`src/hw/rtl/fa_pkg.sv`:
```
package fa_pkg;

    // Fixed widths of the port fields.
    localparam int FIELD_W   = 32;
    localparam int CMD_W     = 3;
    localparam int STATUS_W  = 2;
    localparam int WIDTH_DEF = 32;

    typedef enum logic [CMD_W-1:0] {
        CMD_LOAD  = 3'd0,
        CMD_ADD   = 3'd1,
        CMD_SUB   = 3'd2,
        CMD_MUL   = 3'd3,
        CMD_DIV   = 3'd4,
        CMD_RECIP = 3'd5
    } cmd_t;

    typedef enum logic [STATUS_W-1:0] {
        STAT_OK   = 2'd0,
        STAT_ZERO = 2'd1,
        STAT_OVF  = 2'd2
    } status_t;

    // Datapath operations issued by the controller, one per cycle.
    typedef enum logic [4:0] {
        OP_NONE,
        OP_CAPTURE,
        OP_FIN_OPER,
        OP_GCD_START,
        OP_DIV_START,
        OP_OPER_WB,
        OP_FIN_EQ,
        OP_MUL_A,
        OP_MUL_B,
        OP_MUL_DD,
        OP_SUM,
        OP_MUL_NN,
        OP_MUL_ND,
        OP_MUL_DN,
        OP_FIN_Q,
        OP_COMMIT,
        OP_RECIP,
        OP_ZERO_ERR,
        OP_NOP_DONE
    } op_t;

    typedef enum logic [4:0] {
        S_IDLE,
        S_CHECK,
        S_RED_GSTART,
        S_RED_GWAIT,
        S_RED_DWAIT,
        S_SETUP,
        S_MUL_B,
        S_MUL_DD,
        S_SUM,
        S_MUL_DN,
        S_FIN_GSTART,
        S_FIN_GWAIT,
        S_FIN_DWAIT,
        S_COMMIT
    } state_t;

    typedef struct packed {
        logic [CMD_W-1:0] cmd;
        logic             d2_zero;
        logic             n2_zero;
        logic             den_eq;
        logic             acc_num_zero;
        logic             gcd_done;
        logic             div_done;
    } dp_stat_t;

endpackage

```
`src/hw/rtl/fa_ctrl.sv`:
```
module fa_ctrl (
    input  logic             clk,
    input  logic             rst_n,
    input  logic             start,
    input  fa_pkg::dp_stat_t stat,
    output fa_pkg::op_t      op,
    output logic             busy
);

    fa_pkg::state_t state_reg, state_next;

    always_ff @(posedge clk or negedge rst_n)
    begin
        if (!rst_n)
        begin
            state_reg <= fa_pkg::S_IDLE;
        end
        else
        begin
            state_reg <= state_next;
        end
    end

    always_comb
    begin
        state_next = state_reg;
        op         = fa_pkg::OP_NONE;
        case (state_reg)
            fa_pkg::S_IDLE:
            begin
                if (start)
                begin
                    op         = fa_pkg::OP_CAPTURE;
                    state_next = fa_pkg::S_CHECK;
                end
            end
            fa_pkg::S_CHECK:
            begin
                state_next = fa_pkg::S_IDLE;
                if (stat.cmd == fa_pkg::CMD_RECIP)
                begin
                    op = stat.acc_num_zero ? fa_pkg::OP_ZERO_ERR : fa_pkg::OP_RECIP;
                end
                else if (stat.cmd > fa_pkg::CMD_RECIP)
                begin
                    op = fa_pkg::OP_NOP_DONE;
                end
                else if (stat.d2_zero)
                begin
                    op = fa_pkg::OP_ZERO_ERR;
                end
                else
                begin
                    op         = fa_pkg::OP_FIN_OPER;
                    state_next = fa_pkg::S_RED_GSTART;
                end
            end
            fa_pkg::S_RED_GSTART:
            begin
                op         = fa_pkg::OP_GCD_START;
                state_next = fa_pkg::S_RED_GWAIT;
            end
            fa_pkg::S_RED_GWAIT:
            begin
                if (stat.gcd_done)
                begin
                    op         = fa_pkg::OP_DIV_START;
                    state_next = fa_pkg::S_RED_DWAIT;
                end
            end
            fa_pkg::S_RED_DWAIT:
            begin
                if (stat.div_done)
                begin
                    op         = fa_pkg::OP_OPER_WB;
                    state_next = fa_pkg::S_SETUP;
                end
            end
            fa_pkg::S_SETUP:
            begin
                case (stat.cmd)
                    fa_pkg::CMD_LOAD:
                    begin
                        op         = fa_pkg::OP_FIN_OPER;
                        state_next = fa_pkg::S_COMMIT;
                    end
                    fa_pkg::CMD_ADD, fa_pkg::CMD_SUB:
                    begin
                        if (stat.den_eq)
                        begin
                            op         = fa_pkg::OP_FIN_EQ;
                            state_next = fa_pkg::S_FIN_GSTART;
                        end
                        else
                        begin
                            op         = fa_pkg::OP_MUL_A;
                            state_next = fa_pkg::S_MUL_B;
                        end
                    end
                    fa_pkg::CMD_MUL:
                    begin
                        op         = fa_pkg::OP_MUL_NN;
                        state_next = fa_pkg::S_MUL_DD;
                    end
                    fa_pkg::CMD_DIV:
                    begin
                        if (stat.n2_zero)
                        begin
                            op         = fa_pkg::OP_ZERO_ERR;
                            state_next = fa_pkg::S_IDLE;
                        end
                        else
                        begin
                            op         = fa_pkg::OP_MUL_ND;
                            state_next = fa_pkg::S_MUL_DN;
                        end
                    end
                    default:
                    begin
                        op         = fa_pkg::OP_NOP_DONE;
                        state_next = fa_pkg::S_IDLE;
                    end
                endcase
            end
            fa_pkg::S_MUL_B:
            begin
                op         = fa_pkg::OP_MUL_B;
                state_next = fa_pkg::S_MUL_DD;
            end
            fa_pkg::S_MUL_DD:
            begin
                op = fa_pkg::OP_MUL_DD;
                if (stat.cmd == fa_pkg::CMD_MUL)
                begin
                    state_next = fa_pkg::S_FIN_GSTART;
                end
                else
                begin
                    state_next = fa_pkg::S_SUM;
                end
            end
            fa_pkg::S_SUM:
            begin
                op         = fa_pkg::OP_SUM;
                state_next = fa_pkg::S_FIN_GSTART;
            end
            fa_pkg::S_MUL_DN:
            begin
                op         = fa_pkg::OP_MUL_DN;
                state_next = fa_pkg::S_FIN_GSTART;
            end
            fa_pkg::S_FIN_GSTART:
            begin
                op         = fa_pkg::OP_GCD_START;
                state_next = fa_pkg::S_FIN_GWAIT;
            end
            fa_pkg::S_FIN_GWAIT:
            begin
                if (stat.gcd_done)
                begin
                    op         = fa_pkg::OP_DIV_START;
                    state_next = fa_pkg::S_FIN_DWAIT;
                end
            end
            fa_pkg::S_FIN_DWAIT:
            begin
                if (stat.div_done)
                begin
                    op         = fa_pkg::OP_FIN_Q;
                    state_next = fa_pkg::S_COMMIT;
                end
            end
            fa_pkg::S_COMMIT:
            begin
                op         = fa_pkg::OP_COMMIT;
                state_next = fa_pkg::S_IDLE;
            end
            default:
            begin
                state_next = fa_pkg::S_IDLE;
            end
        endcase
    end

    assign busy = (state_reg != fa_pkg::S_IDLE);

endmodule

```
`config.mk`:
```
export PLATFORM = sky130hd
export DESIGN_NAME = fa_ctrl
export DESIGN_NICKNAME = d
export VERILOG_FILES = /design/src/hw/rtl/fa_pkg.sv /design/src/hw/rtl/fa_ctrl.sv
export SDC_FILE = /design/constraint.sdc
export NUM_CORES = 1
export LEC_CHECK = 0
export BUFFER_PORTS_ARGS = -buffer_cell sky130_fd_sc_hd__buf_2
export CAP_MARGIN = 20
export CORE_AREA = 4 4 41 43
export CTS_CLUSTER_SIZE = 10
export DETAILED_ROUTE_END_ITERATION = 8
export DIE_AREA = 0 0 45 47
export MAX_ROUTING_LAYER = met4
export PLACE_DENSITY_LB_ADDON = 0.15
export SYNTH_ARGS = -nofsm -noshare
export SYNTH_HDL_FRONTEND = slang
export SYNTH_SLANG_ARGS = --single-unit
export TNS_END_PERCENT = 20
```
`constraint.sdc`:
```
create_clock -name clk -period 2 [get_ports clk]
set_input_delay 0.2 -clock clk [delete_from_list [all_inputs] [get_ports clk]]
set_output_delay 0.2 -clock clk [all_outputs]
set_load 0.01 [all_outputs]
```
# Word level (Yosys, flattened, before mapping)
# Index checks and enable logic that the tools add are counted.
dict set report totals {
  latchBits 0
  ram_bits 0
  romBits 0
  memories 0
  reg_bits 5
  output_inout_bits 6
}
dict set report op_classes {
  n_mux 25
  magnitude_cmp 1
  bitwise_logic 0
  reduce_logical 8
  add_sub_neg 0
  div_mod_pow 0
  n_eq_ne 23
  shift 0
  multipliers 0
}
# op count
set ops {}
lappend ops {{$pmux W5 S12} 2}
lappend ops {{$mux W5} 9}
lappend ops {{$eq A5 B4 Y1 const B} 6}
lappend ops {{$eq A5 B3 Y1 const B} 4}
lappend ops {{$pmux W5 S4} 1}
lappend ops {{$pmux W4 S4} 1}
lappend ops {{$mux W4} 3}
lappend ops {{$eq A5 B2 Y1 const B} 2}
lappend ops {{$ne A2 B2 Y1 const B} 5}
lappend ops {{$mux W2} 4}
lappend ops {{$reduce_or A2 Y1} 4}
lappend ops {{$eq A3 B2 Y1 const B} 2}
lappend ops {{$eq A3 B3 Y1 const B} 2}
lappend ops {{$mux W3} 2}
lappend ops {{$eq A5 B1 Y1 const B} 1}
lappend ops {{$logic_not A5 Y1} 1}
lappend ops {{$reduce_and A5 Y1} 1}
lappend ops {{$reduce_bool A5 Y1} 1}
lappend ops {{$eq A3 B1 Y1 const B} 1}
lappend ops {{$gt A3 B3 Y1 const B} 1}
lappend ops {{$logic_not A3 Y1} 1}
lappend ops {{$mux W1} 3}

# Longest topological paths before layout
dict set report logic_depth {
  depth_word 4
  mapped_depth 5
  ltp_nobuf 4
}

# Worst setup path before layout
# No wires, ideal clock.
dict set report synth_path {
  path_kind {reg2out}
  startpoint {register state_reg[2]}
  endpoint {output op[0]}
  arrival_ns 1.410
  setup_slack_ns 0.390
  required_time_ns 1.800
  path_stages_with_launch 6
  path_cell_list {dfrtp_1 -> buf_6 -> or4b_4 -> a31oi_1 -> a221o_1 -> a211o_2}
}
dict set report synth_between {
  elab_chain_len 3
}
# element line
set synth_rtl {}
lappend synth_rtl {{from (decl)} fa_ctrl.sv:10} ;# fa_pkg::state_t state_reg, state_next;
lappend synth_rtl {{from (signal assigned)} fa_ctrl.sv:16} ;# state_reg <= fa_pkg::S_IDLE;
lappend synth_rtl {{from (signal assigned)} fa_ctrl.sv:20} ;# state_reg <= state_next;
lappend synth_rtl {{$eq A5 B4 Y1 or $eq A5 B2 Y1 (tied branches)} fa_ctrl.sv:28} ;# case (state_reg)
lappend synth_rtl {{$reduce_or A2 Y1 (no line)} --}
lappend synth_rtl {{$pmux W5 S12 (*)} fa_ctrl.sv:28}
lappend synth_rtl {{to (decl)} fa_ctrl.sv:6} ;# output fa_pkg::op_t op,
# Mark *: on every way between the ends. The rest lies on a longest branch, timed or not.

# Worst setup path after layout
dict set report layout_path {
  startpoint {register state_reg[1]}
  endpoint {output op[0]}
}
# The elaborated chain is that of the path after synthesis.

==> impl_metrics.tcl <==
set metrics [dict create \
    status "completed" \
    drive_gt1_share_pct 26.1 \
    rsz0062_at_grt "false" \
    cp_num_cells 5 \
    synth_top_area_share_pct 15.7 \
    cts_buffers 3 \
    die_h_um 47 \
    syn_to_final_growth_pct 19.4 \
    clk_pin_slew_ns 0.04 \
    grt_max_degree 17 \
    dpl.hpwl_um 1430 \
    htree_levels 1 \
    place_congestion 0.870 \
    grt_pass1_vias 726 \
    drc_errors 0 \
    setup_ws_ns 0.0433 \
    vias 780 \
    core-area_sq_um 1300 \
    p_per_area_nw_per_um2 1460 \
    fin_crit_sh_pct 97.8 \
    crit_path_end_kind "primary output" \
    numPortBuffers 17 \
    period_needed_ns 1.96 \
    grt_pass1_wl_um 3040 \
    wire_per_inst_um 14.6 \
    final_area_sq_um 763 \
    syn-cell-area_sq_um 639 \
    crit_slowest_cell "or4b_4" \
    critPathLaunchType "flip-flop" \
    placed_area_sq_um 729 \
    fmax_mhz 511 \
    io_pins 18 \
    ys_seq_area_share_pct 15.7 \
    synth_nets 106 \
    dieArea_sq_um 2120 \
    arrival_ns 1.76 \
    required_ns 1.80 \
    synth_area_leaders "dfrtp_1 16%, nor2_1 7.6%, o21ai_0 5.5%, a21oi_1 4.7%, inv_1 4.1%" \
    initialDrtViolationCount 16 \
    slew_viol_final 0 \
    cts_sinks 4 \
    grt-ovfl-total 0 \
    synth_area_per_cell_sq_um 6.80 \
    worstPathMaxFanout 8 \
    track_usage_pct 19.6 \
    power_leakage_nw 0.338 \
    root_buffer "clkbuf_4" \
    firstDrtPassIters 4 \
    vdd_drop_max_mv 0.735 \
    ys_types 40 \
    row_count 13 \
    path_buf_inv 1 \
    cts_tree "yes" \
    finalHoldViolations 0 \
    die_w_um 45 \
    clock_latency_ns 0.23 \
    tns_ns 0 \
    largest_reg_flops 4 \
    crit_path_cell_trace "or4b_4 > a31oi_1 > a221o_1 > a211o_2 > buf_2" \
    postCtsSetupBuffers 0 \
    path_delay_family "simple AND/OR/NAND/NOR gates" \
    yosysTopAreaCell "dfrtp_1" \
    drv_cap 0 \
    tightest_slew_ns 0.538 \
    antenna_found_initial 0 \
    antenna_cells 0 \
    r2r_slack_ns 0.33 \
    initial_core_util_pct 49.1 \
    finalClockSkew_ns 0.000259 \
    setup_violations 0 \
    totalWireLength_um 1840 \
    vias_per_cell 6.19 \
    max_slew_margin_pct 63.2 \
    holdCritPathClass "in -> async" \
    synth_cells 94 \
    reg2regPathDepth 5 \
    max_stage_delay_ns 0.51 \
    ys_seq_elements 4 \
    cts_buffer_depth 2 \
    fin_nets 125 \
    antenna_left 0 \
    yosysWarnings 0 \
    criticalPathCategory "reg -> out" \
    dp_slack_ns 0.320 \
]
synthesized netlist by cell type (all sizes together):
library cell / count
nor2: 13
buf: 7
inv: 7
o21ai: 7
a21oi: 6
nand2: 6
dfrtp: 4
nor3: 4
nand2b: 3
o22ai: 3
a22oi: 2
a311oi: 2
clkbuf: 2
nand3b: 2
o31ai: 2
or3b: 2
or4: 2
a2111oi: 1
a211o: 1
a211oi: 1
a21o: 1
a221o: 1
a221oi: 1
a2bb2oi: 1
a31oi: 1
a32o: 1
a32oi: 1
maj3: 1
nor2b: 1
nor4: 1
o211ai: 1
o21a: 1
o311ai: 1
o31a: 1
o32ai: 1
or4b: 1
xor2: 1
layout by cell type (no fill, tap or decap), drive strengths merged, types with 3 or more instances in the layout:
cell type  count
o22ai          3
o21ai          7
a21oi          6
nor3           4
clkbuf         3
nand2b         3
nand2          6
buf           22
inv            7
nor2          13
dfrtp          4
through the flow:
stage / hold slack (ns) / util, % / power [W] / instances
after floorplan: -0.0956 / - / 0.000769 / 94
after global placement: 0.00800 / 56.1 / 0.000988 / 122
after detailed placement: 0.00971 / 56.1 / 0.000999 / 122
after CTS: 0.297 / 58.6 / 0.00111 / 126
after global routing: 0.300 / 58.7 / 0.00122 / 126
final: 0.304 / 58.7 / 0.00111 / 126
report_power, final:
part	switching (W)	leakage, nW	internal (W)
Sequential	0.0000498	0.0485	0.000124
Clock	0.0000308	0.0138	0.0000670
Combinational	0.000475	0.275	0.000366
Total	0.000556	0.338	0.000556
worst register-to-register path: stages (launching register included):
cell,delay (ns)
dfrtp_1,0.35
buf_4,0.21
nand2b_1,0.16
a2111oi_0,0.56
nor3_1,0.12
o21ai_0,0.19
layout make-up:
class / instances / area [sq um]
clock buffers: 3 / 22.5
fillers: 137 / 538
inverters: 7 / 26.3
multi-input cells: 74 / 462
flip-flops and latches: 4 / 101
well taps: 15 / 18.8
repair buffers: 23 / 133
routing by layer:
layer	vias to the layer above	part of all wire [%]	GRT usage, %
li1	391	-	-
met1	361	48	25.6
met2	26	46	29.9
met3	2	4.7	3.07
met4	0	0.87	8.19
met5	-	0	-
timing repair:
action                     in CTS  in global routing
hold buffers                    1                  0
setup endpoints to repair       0                  1
resized for setup               0                  1
hold endpoints to repair        4                  0
cell families after synthesis:
kind of cell | Yosys count | share of synthesized area, %
adder cells (fa/ha/maj) | 1 | 1.57
buffers and inverters | 16 | 12.1
AO/OA/AOI/OAI | 37 | 40.5
flip-flops | 4 | 15.7
XOR/XNOR | 1 | 1.37
AND/OR/NAND/NOR | 35 | 28.8
path summary, 6_finish.rpt:
path,end,from
setup / recovery,op[0],state_reg[1]
hold / removal,state_reg[0],rst_n
setup reg to reg,state_reg[2],state_reg[2]
min in group clk,state_reg[2],stat[0]
hold reg to reg,state_reg[3],state_reg[3]
max in group asynchronous,state_reg[1],rst_n
No activity file was read; power rests on OpenSTA's default activity.
